$ cat src/rtl/core/cpr_pkg.sv
// Shared types and constants for the clock page replacer.
// Holds the item structs, the control state enum and the cell command types.
// No dependencies.
package cpr_pkg;

    localparam int PAGE_NUM_BITS = 20;
    localparam int WS_DEPTH_DEF  = 32;
    localparam int SLOT_FIELD_W  = 5;
    localparam int WS_SIZE_W     = 6;
    localparam int CFG_IDX_W     = 1;

    localparam logic [WS_SIZE_W-1:0] WS_SIZE_RESET = 6'd32;

    localparam logic [CFG_IDX_W-1:0] REG_POLICY  = 1'b0;
    localparam logic [CFG_IDX_W-1:0] REG_WS_SIZE = 1'b1;

    localparam logic [1:0] STAT_HIT      = 2'd0;
    localparam logic [1:0] STAT_PLACED   = 2'd1;
    localparam logic [1:0] STAT_REPLACED = 2'd2;
    localparam logic [1:0] STAT_REJECT   = 2'd3;

    typedef struct packed {
        logic [PAGE_NUM_BITS-1:0] page_number;
        logic                     is_write;
        logic                     placement_allowed;
    } in_item_t;

    typedef struct packed {
        logic [1:0]               status;
        logic [SLOT_FIELD_W-1:0]  slot_index;
        logic [PAGE_NUM_BITS-1:0] victim_page;
        logic                     write_back;
    } out_item_t;

    typedef enum logic [2:0] {
        ST_IDLE,
        ST_LOOKUP,
        ST_SWEEP,
        ST_UPDATE,
        ST_DONE
    } state_t;

    typedef enum logic [2:0] {
        OP_NOP,
        OP_INJECT,
        OP_ADVANCE,
        OP_TOUCH,
        OP_LOAD
    } cell_op_t;

    typedef struct packed {
        cell_op_t                 op;
        logic                     clear_used;
        logic [PAGE_NUM_BITS-1:0] page;
        logic                     is_write;
    } cell_cmd_t;

    typedef struct packed {
        logic                     valid;
        logic                     hit;
        logic                     used;
        logic                     modified;
        logic [PAGE_NUM_BITS-1:0] page;
    } cell_rsp_t;

endpackage

$ cat src/rtl/core/clock_page_replacer_unit.sv
// A hit at slot k ends the lookup walk at that slot; a miss scans all S active slots, and a
// full set adds a clock sweep.
// One item at a time; the next item is taken in the cycle after the result is loaded.
// The token walk along the cell row sets how long each item takes.
// Reset clears all valid, used and modified bits, puts the hand at slot 0, selects plain clock
// and sets the working set size to 32. Top level; depends on cpr_pkg, cpr_cell and cpr_ctrl.
module clock_page_replacer_unit #(
    parameter int WS_DEPTH = cpr_pkg::WS_DEPTH_DEF
) (
    input  logic                              clk,
    input  logic                              rst_n,
    input  logic                              in_valid,
    output logic                              in_ready,
    input  cpr_pkg::in_item_t                 in_item,
    output logic                              out_valid,
    input  logic                              out_ready,
    output cpr_pkg::out_item_t                out_item,
    input  logic                              cfg_we,
    input  logic [cpr_pkg::CFG_IDX_W-1:0]     cfg_index,
    input  logic [cpr_pkg::WS_SIZE_W-1:0]     cfg_wdata
);

    localparam int IDX_W = $clog2(WS_DEPTH);
    localparam int CNT_W = $clog2(WS_DEPTH+1);

    logic policy_mode_reg, policy_mode_next;
    logic [cpr_pkg::WS_SIZE_W-1:0] ws_max_size_reg, ws_max_size_next;

    cpr_pkg::cell_cmd_t cmd;
    logic [IDX_W-1:0] cmd_idx;
    logic [CNT_W-1:0] size;
    cpr_pkg::cell_rsp_t rsp_arr [WS_DEPTH];
    cpr_pkg::cell_rsp_t rsp_or;
    logic [WS_DEPTH-1:0] tok_in;
    logic [WS_DEPTH-1:0] tok_fwd;
    logic [WS_DEPTH-1:0] tok_wrap;
    logic [WS_DEPTH-1:0] tok_vec;

    always_comb
    begin
        policy_mode_next = policy_mode_reg;
        ws_max_size_next = ws_max_size_reg;
        if (cfg_we)
        begin
            unique case (cfg_index)
                cpr_pkg::REG_POLICY:  policy_mode_next = cfg_wdata[0];
                cpr_pkg::REG_WS_SIZE: ws_max_size_next = cfg_wdata;
                default:              policy_mode_next = policy_mode_reg;
            endcase
        end
    end

    always_ff @(posedge clk or negedge rst_n)
    begin
        if (!rst_n)
        begin
            policy_mode_reg <= 1'b0;
            ws_max_size_reg <= cpr_pkg::WS_SIZE_RESET;
        end
        else
        begin
            policy_mode_reg <= policy_mode_next;
            ws_max_size_reg <= ws_max_size_next;
        end
    end

    cpr_ctrl #(
        .WS_DEPTH (WS_DEPTH)
    ) u_ctrl (
        .clk         (clk),
        .rst_n       (rst_n),
        .in_valid    (in_valid),
        .in_ready    (in_ready),
        .in_item     (in_item),
        .out_valid   (out_valid),
        .out_ready   (out_ready),
        .out_item    (out_item),
        .policy_mode (policy_mode_reg),
        .ws_max_size (ws_max_size_reg),
        .rsp         (rsp_or),
        .cmd         (cmd),
        .cmd_idx     (cmd_idx),
        .size        (size)
    );

    assign tok_in[0] = |tok_wrap;

    genvar gi;
    generate
        for (gi = 0; gi < WS_DEPTH; gi++)
        begin : g_cell
            if (gi > 0)
            begin : g_link
                assign tok_in[gi] = tok_fwd[gi-1];
            end
            cpr_cell #(
                .WS_DEPTH (WS_DEPTH),
                .CELL_IDX (gi)
            ) u_cell (
                .clk      (clk),
                .rst_n    (rst_n),
                .cmd      (cmd),
                .cmd_idx  (cmd_idx),
                .size     (size),
                .tok_in   (tok_in[gi]),
                .tok_fwd  (tok_fwd[gi]),
                .tok_wrap (tok_wrap[gi]),
                .rsp      (rsp_arr[gi])
            );
        end
    endgenerate

    assign tok_vec = tok_fwd | tok_wrap;

    always_comb
    begin
        rsp_or = '0;
        for (int i = 0; i < WS_DEPTH; i++)
        begin
            rsp_or = rsp_or | rsp_arr[i];
        end
    end

    a_single_token: assert property (@(posedge clk) disable iff (!rst_n)
        $onehot0(tok_vec))
        else $error("more than one cell holds the scan token");

endmodule

$ cat src/rtl/core/cpr_cell.sv
// One working set slot: page, valid, used and modified bits plus the scan token.
// The token moves to the neighbor cell on an advance command and wraps at the active size.
// Depends on cpr_pkg.
module cpr_cell #(
    parameter int WS_DEPTH = cpr_pkg::WS_DEPTH_DEF,
    parameter int CELL_IDX = 0
) (
    input  logic                            clk,
    input  logic                            rst_n,
    input  cpr_pkg::cell_cmd_t              cmd,
    input  logic [$clog2(WS_DEPTH)-1:0]     cmd_idx,
    input  logic [$clog2(WS_DEPTH+1)-1:0]   size,
    input  logic                            tok_in,
    output logic                            tok_fwd,
    output logic                            tok_wrap,
    output cpr_pkg::cell_rsp_t              rsp
);

    localparam int IDX_W = $clog2(WS_DEPTH);
    localparam int CNT_W = $clog2(WS_DEPTH+1);

    logic [cpr_pkg::PAGE_NUM_BITS-1:0] page_reg, page_next;
    logic valid_reg, valid_next;
    logic used_reg, used_next;
    logic mod_reg, mod_next;
    logic tok_reg, tok_next;
    logic sel;
    logic last;

    assign sel  = (cmd_idx == IDX_W'(CELL_IDX));
    assign last = ((CNT_W'(CELL_IDX) + CNT_W'(1)) == size);

    always_comb
    begin
        page_next  = page_reg;
        valid_next = valid_reg;
        used_next  = used_reg;
        mod_next   = mod_reg;
        tok_next   = 1'b0;
        case (cmd.op)
            cpr_pkg::OP_INJECT:
            begin
                tok_next = sel;
            end
            cpr_pkg::OP_ADVANCE:
            begin
                tok_next = tok_in;
                if (tok_reg && cmd.clear_used)
                begin
                    used_next = 1'b0;
                end
            end
            cpr_pkg::OP_TOUCH:
            begin
                if (sel)
                begin
                    used_next = 1'b1;
                    mod_next  = mod_reg | cmd.is_write;
                end
            end
            cpr_pkg::OP_LOAD:
            begin
                if (sel)
                begin
                    page_next  = cmd.page;
                    valid_next = 1'b1;
                    used_next  = 1'b1;
                    mod_next   = cmd.is_write;
                end
            end
            default:
            begin
                tok_next = 1'b0;
            end
        endcase
    end

    always_ff @(posedge clk or negedge rst_n)
    begin
        if (!rst_n)
        begin
            valid_reg <= 1'b0;
            used_reg  <= 1'b0;
            mod_reg   <= 1'b0;
            tok_reg   <= 1'b0;
        end
        else
        begin
            valid_reg <= valid_next;
            used_reg  <= used_next;
            mod_reg   <= mod_next;
            tok_reg   <= tok_next;
        end
    end

    always_ff @(posedge clk)
    begin
        page_reg <= page_next;
    end

    assign tok_fwd  = tok_reg & ~last;
    assign tok_wrap = tok_reg & last;

    always_comb
    begin
        rsp = '0;
        if (tok_reg)
        begin
            rsp.valid    = valid_reg;
            rsp.hit      = valid_reg && (page_reg == cmd.page);
            rsp.used     = used_reg;
            rsp.modified = mod_reg;
            rsp.page     = page_reg;
        end
    end

endmodule

$ cat src/rtl/core/cpr_ctrl.sv
// Sequencer for the clock page replacer: lookup walk, clock sweep, slot update and result.
// Drives the cell row through one command struct and reads the token holder's response.
// Depends on cpr_pkg.
module cpr_ctrl #(
    parameter int WS_DEPTH = cpr_pkg::WS_DEPTH_DEF
) (
    input  logic                            clk,
    input  logic                            rst_n,
    input  logic                            in_valid,
    output logic                            in_ready,
    input  cpr_pkg::in_item_t               in_item,
    output logic                            out_valid,
    input  logic                            out_ready,
    output cpr_pkg::out_item_t              out_item,
    input  logic                            policy_mode,
    input  logic [cpr_pkg::WS_SIZE_W-1:0]   ws_max_size,
    input  cpr_pkg::cell_rsp_t              rsp,
    output cpr_pkg::cell_cmd_t              cmd,
    output logic [$clog2(WS_DEPTH)-1:0]     cmd_idx,
    output logic [$clog2(WS_DEPTH+1)-1:0]   size
);

    localparam int IDX_W = $clog2(WS_DEPTH);
    localparam int CNT_W = $clog2(WS_DEPTH+1);
    localparam int SZ_W  = (CNT_W > cpr_pkg::WS_SIZE_W) ? CNT_W : cpr_pkg::WS_SIZE_W;

    cpr_pkg::state_t state_reg, state_next;
    cpr_pkg::in_item_t ref_reg, ref_next;
    logic [CNT_W-1:0] s_reg, s_next;
    logic [IDX_W-1:0] pos_reg, pos_next;
    logic [IDX_W-1:0] n_reg, n_next;
    logic [1:0] pass_reg, pass_next;
    logic free_found_reg, free_found_next;
    logic [IDX_W-1:0] free_idx_reg, free_idx_next;
    logic [IDX_W-1:0] slot_reg, slot_next;
    logic [1:0] status_reg, status_next;
    logic [cpr_pkg::PAGE_NUM_BITS-1:0] victim_reg, victim_next;
    logic wb_reg, wb_next;
    logic [IDX_W-1:0] hand_reg, hand_next;
    logic out_valid_reg, out_valid_next;
    cpr_pkg::out_item_t out_item_reg, out_item_next;

    logic [SZ_W-1:0] ws_ext;
    logic [CNT_W-1:0] active_size;
    logic [CNT_W-1:0] pos_plus;
    logic [IDX_W-1:0] pos_wrap;
    logic [IDX_W-1:0] hand_start;
    logic at_end;
    logic n_end;
    logic accept;
    logic out_load;
    logic lookup_free;
    logic sweep_victim;

    assign ws_ext = SZ_W'(ws_max_size);

    always_comb
    begin
        if (ws_ext == '0)
        begin
            active_size = CNT_W'(1);
        end
        else if (ws_ext > SZ_W'(WS_DEPTH))
        begin
            active_size = CNT_W'(WS_DEPTH);
        end
        else
        begin
            active_size = CNT_W'(ws_ext);
        end
    end

    assign pos_plus   = CNT_W'(pos_reg) + CNT_W'(1);
    assign pos_wrap   = (pos_plus >= s_reg) ? '0 : IDX_W'(pos_plus);
    assign at_end     = (pos_plus == s_reg);
    assign n_end      = ((CNT_W'(n_reg) + CNT_W'(1)) == s_reg);
    assign hand_start = (CNT_W'(hand_reg) < s_reg) ? hand_reg : '0;
    assign accept     = in_valid && in_ready;
    assign out_load   = (state_reg == cpr_pkg::ST_DONE) && (!out_valid_reg || out_ready);
    assign lookup_free = free_found_reg || !rsp.valid;

    always_comb
    begin
        if (policy_mode == 1'b0)
        begin
            sweep_victim = !rsp.used;
        end
        else if (pass_reg[0] == 1'b0)
        begin
            sweep_victim = !rsp.used && !rsp.modified;
        end
        else
        begin
            sweep_victim = !rsp.used && rsp.modified;
        end
    end

    always_comb
    begin
        state_next = state_reg;
        unique case (state_reg)
            cpr_pkg::ST_IDLE:
            begin
                if (accept)
                begin
                    state_next = cpr_pkg::ST_LOOKUP;
                end
            end
            cpr_pkg::ST_LOOKUP:
            begin
                if (rsp.hit)
                begin
                    state_next = cpr_pkg::ST_UPDATE;
                end
                else if (at_end)
                begin
                    if (!ref_reg.placement_allowed)
                    begin
                        state_next = cpr_pkg::ST_DONE;
                    end
                    else if (lookup_free)
                    begin
                        state_next = cpr_pkg::ST_UPDATE;
                    end
                    else
                    begin
                        state_next = cpr_pkg::ST_SWEEP;
                    end
                end
            end
            cpr_pkg::ST_SWEEP:
            begin
                if (sweep_victim)
                begin
                    state_next = cpr_pkg::ST_UPDATE;
                end
            end
            cpr_pkg::ST_UPDATE:
            begin
                state_next = cpr_pkg::ST_DONE;
            end
            cpr_pkg::ST_DONE:
            begin
                if (out_load)
                begin
                    state_next = cpr_pkg::ST_IDLE;
                end
            end
            default:
            begin
                state_next = cpr_pkg::ST_IDLE;
            end
        endcase
    end

    always_comb
    begin
        ref_next        = ref_reg;
        s_next          = s_reg;
        pos_next        = pos_reg;
        n_next          = n_reg;
        pass_next       = pass_reg;
        free_found_next = free_found_reg;
        free_idx_next   = free_idx_reg;
        slot_next       = slot_reg;
        status_next     = status_reg;
        victim_next     = victim_reg;
        wb_next         = wb_reg;
        hand_next       = hand_reg;
        in_ready        = 1'b0;
        cmd.op          = cpr_pkg::OP_NOP;
        cmd.clear_used  = 1'b0;
        cmd.page        = ref_reg.page_number;
        cmd.is_write    = ref_reg.is_write;
        cmd_idx         = '0;
        unique case (state_reg)
            cpr_pkg::ST_IDLE:
            begin
                in_ready = 1'b1;
                if (accept)
                begin
                    ref_next        = in_item;
                    s_next          = active_size;
                    pos_next        = '0;
                    free_found_next = 1'b0;
                    victim_next     = '0;
                    wb_next         = 1'b0;
                    cmd.op          = cpr_pkg::OP_INJECT;
                    cmd_idx         = '0;
                end
            end
            cpr_pkg::ST_LOOKUP:
            begin
                if (rsp.hit)
                begin
                    slot_next   = pos_reg;
                    status_next = cpr_pkg::STAT_HIT;
                end
                else
                begin
                    if (!rsp.valid && !free_found_reg)
                    begin
                        free_found_next = 1'b1;
                        free_idx_next   = pos_reg;
                    end
                    if (at_end)
                    begin
                        if (!ref_reg.placement_allowed)
                        begin
                            status_next = cpr_pkg::STAT_REJECT;
                            slot_next   = '0;
                        end
                        else if (lookup_free)
                        begin
                            status_next = cpr_pkg::STAT_PLACED;
                            slot_next   = free_found_reg ? free_idx_reg : pos_reg;
                        end
                        else
                        begin
                            cmd.op    = cpr_pkg::OP_INJECT;
                            cmd_idx   = hand_start;
                            pos_next  = hand_start;
                            n_next    = '0;
                            pass_next = '0;
                        end
                    end
                    else
                    begin
                        cmd.op   = cpr_pkg::OP_ADVANCE;
                        pos_next = pos_wrap;
                    end
                end
            end
            cpr_pkg::ST_SWEEP:
            begin
                if (sweep_victim)
                begin
                    slot_next   = pos_reg;
                    status_next = cpr_pkg::STAT_REPLACED;
                    victim_next = rsp.page;
                    wb_next     = rsp.modified;
                    hand_next   = pos_wrap;
                end
                else
                begin
                    cmd.op         = cpr_pkg::OP_ADVANCE;
                    cmd.clear_used = !policy_mode || pass_reg[0];
                    pos_next       = pos_wrap;
                    if (n_end)
                    begin
                        n_next    = '0;
                        pass_next = pass_reg + 2'd1;
                    end
                    else
                    begin
                        n_next = n_reg + IDX_W'(1);
                    end
                end
            end
            cpr_pkg::ST_UPDATE:
            begin
                cmd.op  = (status_reg == cpr_pkg::STAT_HIT) ? cpr_pkg::OP_TOUCH : cpr_pkg::OP_LOAD;
                cmd_idx = slot_reg;
            end
            cpr_pkg::ST_DONE:
            begin
                cmd.op = cpr_pkg::OP_NOP;
            end
            default:
            begin
                cmd.op = cpr_pkg::OP_NOP;
            end
        endcase
    end

    always_comb
    begin
        out_valid_next = out_valid_reg;
        out_item_next  = out_item_reg;
        if (out_load)
        begin
            out_valid_next           = 1'b1;
            out_item_next.status     = status_reg;
            out_item_next.slot_index = cpr_pkg::SLOT_FIELD_W'(slot_reg);
            out_item_next.victim_page = victim_reg;
            out_item_next.write_back = wb_reg;
        end
        else if (out_valid_reg && out_ready)
        begin
            out_valid_next = 1'b0;
        end
    end

    always_ff @(posedge clk or negedge rst_n)
    begin
        if (!rst_n)
        begin
            state_reg     <= cpr_pkg::ST_IDLE;
            hand_reg      <= '0;
            out_valid_reg <= 1'b0;
        end
        else
        begin
            state_reg     <= state_next;
            hand_reg      <= hand_next;
            out_valid_reg <= out_valid_next;
        end
    end

    always_ff @(posedge clk)
    begin
        ref_reg        <= ref_next;
        s_reg          <= s_next;
        pos_reg        <= pos_next;
        n_reg          <= n_next;
        pass_reg       <= pass_next;
        free_found_reg <= free_found_next;
        free_idx_reg   <= free_idx_next;
        slot_reg       <= slot_next;
        status_reg     <= status_next;
        victim_reg     <= victim_next;
        wb_reg         <= wb_next;
        out_item_reg   <= out_item_next;
    end

    assign out_valid = out_valid_reg;
    assign out_item  = out_item_reg;
    assign size      = s_reg;

    a_pos_in_range: assert property (@(posedge clk) disable iff (!rst_n)
        (state_reg == cpr_pkg::ST_LOOKUP || state_reg == cpr_pkg::ST_SWEEP)
        |-> (CNT_W'(pos_reg) < s_reg))
        else $error("scan position beyond active size");

    a_sweep_bounded: assert property (@(posedge clk) disable iff (!rst_n)
        (state_reg == cpr_pkg::ST_SWEEP && pass_reg == 2'd3) |-> sweep_victim)
        else $error("clock sweep ran past its last pass");

    a_victim_fields: assert property (@(posedge clk) disable iff (!rst_n)
        (out_valid_reg && out_item_reg.status != cpr_pkg::STAT_REPLACED)
        |-> (!out_item_reg.write_back && out_item_reg.victim_page == '0))
        else $error("victim fields set without a replacement");

    a_hand_in_range: assert property (@(posedge clk) disable iff (!rst_n)
        (state_reg == cpr_pkg::ST_UPDATE && status_reg == cpr_pkg::STAT_REPLACED)
        |=> (CNT_W'(hand_reg) < s_reg))
        else $error("clock hand left outside the active size");

endmodule

$ cat config.mk
export PLATFORM = sky130hd
export DESIGN_NAME = clock_page_replacer_unit
export DESIGN_NICKNAME = d
export VERILOG_FILES = /design/src/rtl/core/cpr_pkg.sv /design/src/rtl/core/clock_page_replacer_unit.sv /design/src/rtl/core/cpr_cell.sv /design/src/rtl/core/cpr_ctrl.sv
export SDC_FILE = /design/constraint.sdc
export NUM_CORES = 1
export LEC_CHECK = 0
export BUFFER_PORTS_ARGS = -buffer_cell sky130_fd_sc_hd__buf_2
export CAP_MARGIN = 0
export CORE_MARGIN = 5
export CORE_UTILIZATION = 55
export DETAILED_ROUTE_END_ITERATION = 16
export HOLD_SLACK_MARGIN = 0.15
export PLACE_DENSITY = 0.68
export SETUP_SLACK_MARGIN = 0.3
export SYNTH_ARGS = -nofsm -noshare
export SYNTH_HDL_FRONTEND = slang
export SYNTH_HIERARCHICAL = 1
export SYNTH_SLANG_ARGS = --single-unit
$ cat constraint.sdc
create_clock -name clk -period 20.7 [get_ports clk]
set_clock_uncertainty 0.2 [all_clocks]
set_input_delay 2.07 -clock clk [delete_from_list [all_inputs] [get_ports clk]]
set_output_delay 2.07 -clock clk [all_outputs]
set_load 0.05 [all_outputs]
Yosys cells after proc, flatten, opt, wreduce, memory -nomap -nowiden
Index checks and enable logic that the tools add are counted.
Widths: inputs -> output; s select.

storage, ports and cells
  bits in registers = 886
  input bits = 34
  word-level logic and storage cells = 1126

cells by class
  $add $sub $neg = 4
  magnitude comparators = 3
  equal/unequal tests = 247
  multiplexer cells = 329
  bitwise logic cells = 159
  reduce and logical (&&, ||, !) cells = 201

operator list
  kind                number
  $mux 24             32
  $or 24x24->24       31
  $eq 20x20->1        32
  $ne 2x1->1 const B  135
  $reduce_and 3->1    66
  $pmux 1 s2          98
  $mux 1              141
  $mux 5              24
  $eq 5x6->1 const A  16
  $eq 5x5->1 const B  16
  $reduce_and 2->1    36
  $logic_and 1x1->1   70
  $and 1x1->1         63
  $eq 4x6->1 const A  8
  $eq 5x4->1 const B  8
  $mux 20             2
  $pmux 20 s2         1
  $mux 3              11
  $not 1->1           33
  $or 1x1->1          32
  $reduce_or 32->1    1
  $pmux 5 s2          3
  $eq 3x6->1 const A  4
  $mux 2              11
  other kinds (37)    69

Longest topological paths before layout
  depth after elaboration = 45
  mapped depth = 19
  depth with buffers taken out = 17

Cells and area by module
The synthesis kept the hierarchy.

by module, submodules not included
  module                             times used  cells an instance  area each (sq um)
  cpr_cell at g_cell[10].u_cell ...  4           99                 1203.7
  cpr_ctrl                           1           347                4795.8
  cpr_cell at g_cell[5].u_cell ...   2           101                1248.7
  cpr_cell at g_cell[4].u_cell ...   2           100                1231.2
  cpr_cell at g_cell[20].u_cell ...  2           102                1218.7
  cpr_cell at g_cell[21].u_cell ...  2           100                1206.2
  clock_page_replacer_unit           1           291                2142.1
  cpr_cell at g_cell[17].u_cell      1           101                1251.2
  cpr_cell at g_cell[7].u_cell       1           102                1246.2
  cpr_cell at g_cell[16].u_cell      1           101                1238.7
  cpr_cell at g_cell[1].u_cell       1           100                1233.7
  cpr_cell at g_cell[31].u_cell      1           99                 1233.7
  cpr_cell at g_cell[0].u_cell       1           99                 1231.2
  cpr_cell at g_cell[13].u_cell      1           98                 1229.9
  13 more rows                       -           -                  -

Least setup slack after synthesis
No wires, ideal clock.

  kind = in2reg
  start point = input port in_valid
  end point = register g_cell[31].u_cell.mod_reg
  arrival = 9.119 ns
  required time = 20.332 ns
  slack = 11.213 ns
  cell stages on the path = 5
  path buffers = 0
  cells stage by stage = a21oi_1 > o21ai_0 > nor4_4 > a311oi_1 > a21oi_1

RTL lines
  element                 RTL line                        source
  start: declaration      clock_page_replacer_unit.sv:12  input logic in_valid,
  end signal: assignment  cpr_cell.sv:91                  mod_reg <= mod_next;
  end: declaration        cpr_cell.sv:25                  logic mod_reg, mod_next;

==> results.cfg <==
[worst_setup_path]
path_class = register to register
crit_path_max_incr_delay_ns = 1.17
worstSetupStartpoint = u_ctrl/cmd[15]
worstReg2RegStart = u_ctrl/cmd[15]
worstPathMaxFanout = 76
r2r_end = g_cell[5].u_cell/page_reg[2]
cp-start-kind = register
cp_cell_sequence = buf_4 > buf_4 > xnor2_1 > nand4_1 > nor4_1 > nor4_1 > nand4_1 > or2_1 > nand2b_2 > nand2b_1 > nand3_4 > buf_4 > inv_1 > and3_1 > nand2_1 > inv_1
reg2regPathDepth = 16
cp_common_cell = buf_4
cp-end-kind = register
crit_slowest_cell = nor4_1
worst-r2r-setup-slack_ns = 13.34
required_ns = 20.78
arrival_ns = 7.44
critPathCapture = g_cell[5].u_cell/page_reg[2]

[cts]
htreeDepth = 3
cts-buffers-inserted = 96
cts.sinks = 885
cts.clk_slew.worst_paths_ns = 0.06
clock_latency_ns = 0.67
cts-root-buf = clkbuf_16
clock_path_buffers = 3
cts_tree = yes
cts-resized-gates = 0
post_cts_buffers = 0
ctsHoldBuffers = 0

[sta]
min_period_ns = 7.36
setup_slack_ns = 13.34
setup_tns_ns = 0
report.final.slew_viol_count = 0
rsz0062_at_grt = no
hold_viol = 0
slew_headroom_pct = 1.25
max_freq_mhz = 136
worst_slew_pin_slew_ns = 1.47
finalSetupViolCount = 0
period_share_pct = 35.6

[floorplanning]
row_count = 106
start_util_pct = 55.2
core_um2 = 83300
die_area_um2 = 89500
fp.dieW_um = 299
ios = 64
die_h_um = 299

[outcome]
violations = max-capacitance violations
status = complete, but fails checks

[drt]
wl_per_cell_um = 26.1
drt_drc_violations_left = 0
via_per_inst = 6.09
drt_first_pass_iters = 5
routed_wl_mm = 135
detail-route-antenna-nets = 0
vias = 31500
first_iter_violations = 3351

[hold_path]
min-delay-path-class = register to register
hold_depth = 0

[cells_and_area]
instances_no_fill = 5166
synthToLayoutAreaGrowth_pct = 11.9
largest_reg_flops = 640
fin_nets = 4047
drive_gt1_share_pct = 11.1

[placement]
dpl.hpwl_mm = 91.5
dp_cells = 4983
io_buffers = 63
dp_slack_ns = 13.58
gp_congestion = 0.924

[global_route]
gr-total-overflow = 0
grt_pass1_vias = 30700
antenna_found_initial = 1
grt_max_degree = 77
grt_first_pass_wirelength_mm = 200
grt_util_all_layers_pct = 29.4

[pwr]
powerDensity_nw_per_um2 = 86.1
leakage_nw = 18.4
peakVddDrop_mv = 0.0814

[logic_synthesis]
synth_area_um2 = 46000
synth_cells = 3833
syn_area_per_cell_um2 = 12.0
mappedNetlistNets = 3879
yosysWarnings = 6

[flow_run]
cap_violations = 1
-- worst max-delay path, delay by kind of cell (launching register included) --
| family | cells | cell delay, ns |
|---|---|---|
| and+or+nand+nor | 10 | 3.42 |
| xor gates and xnor gates | 1 | 0.16 |
| buffers and inverters | 5 | 2.53 |
| DFF | 1 | 0.50 |
-- stage by stage --
stage	hold WS, ns	area (um^2)	power (mW)	util (%)
after CTS	0.206	51500	4.45	61.8
after global placement	0.201	48100	2.64	57.8
after global routing	0.200	51500	4.58	61.8
after detailed placement	0.205	48100	2.64	57.8
final	0.201	51500	4.43	61.8
after floorplan	0.200	46000	2.45	-
-- power by group --
group	leakage (nW)	switching [mW]	internal (mW)	total, mW
Combinational	8.36	0.406	0.185	0.592
Sequential	8.45	0.0293	2.00	2.03
Clock	1.63	0.735	1.08	1.82
Total	18.4	1.17	3.26	4.43
-- cell type report --
type | count | area, um^2
well taps | 1080 | 1350
clock inverters | 60 | 737
clock buffers | 122 | 2600
multi-input cells | 2753 | 19500
diodes | 1 | 2.50
fillers | 6635 | 31800
flip-flops and latches | 885 | 25900
repair buffers | 168 | 1110
inverters | 97 | 364
-- cell usage in the layout (no fill, tap or decap), types with 9 or more instances in the layout --
master / instances
or4_1: 9
o211ai_1: 34
or3b_1: 10
a31oi_1: 15
and2_1: 777
o41ai_1: 10
nor2_1: 80
clkinv_1: 14
a2bb2oi_1: 10
nor2b_1: 36
and3_1: 14
nor3_1: 21
buf_4: 105
dfrtp_1: 143
edfxtp_1: 741
ha_1: 12
o21ai_0: 28
xnor2_1: 393
nand3b_1: 44
inv_1: 92
nor4_2: 42
clkinv_2: 20
a22o_1: 12
or2_1: 28
xor2_1: 261
nand4_1: 165
nor3b_1: 16
or2_2: 18
clkbuf_1: 17
nand3_1: 96
clkbuf_16: 97
bufinv_16: 15
buf_2: 62
a21oi_1: 65
nor4_1: 262
nand2b_1: 52
nand2_1: 81
-- worst min path at each step --
stage	from	endpoint	slack (ns)
2_1_floorplan	u_ctrl/wb_reg	u_ctrl/out_item[0]	0.20
5_1_grt	u_ctrl/victim_reg[10]	u_ctrl/out_item[11]	0.20
3_5_place_dp	u_ctrl/victim_reg[10]	u_ctrl/out_item[11]	0.20
3_3_place_gp	u_ctrl/victim_reg[12]	u_ctrl/out_item[13]	0.20
4_1_cts	u_ctrl/victim_reg[10]	u_ctrl/out_item[11]	0.21
6_report	u_ctrl/victim_reg[10]	u_ctrl/out_item[11]	0.20
-- per-layer routing --
| metal | up-vias | part of all wire, % | routed length [um] | global-route usage [%] |
|---|---|---|---|---|
| met1 | 15700 | 42 | 56000 | 40.5 |
| met3 | 261 | 7.2 | 9660 | 4.88 |
| met5 | - | 0 | 0 | 0 |
| met2 | 1224 | 47 | 62600 | 47.0 |
| li1 | 14300 | - | - | - |
| met4 | 0 | 4.8 | 6410 | 12.0 |
Power figures use the tool's default switching activity.
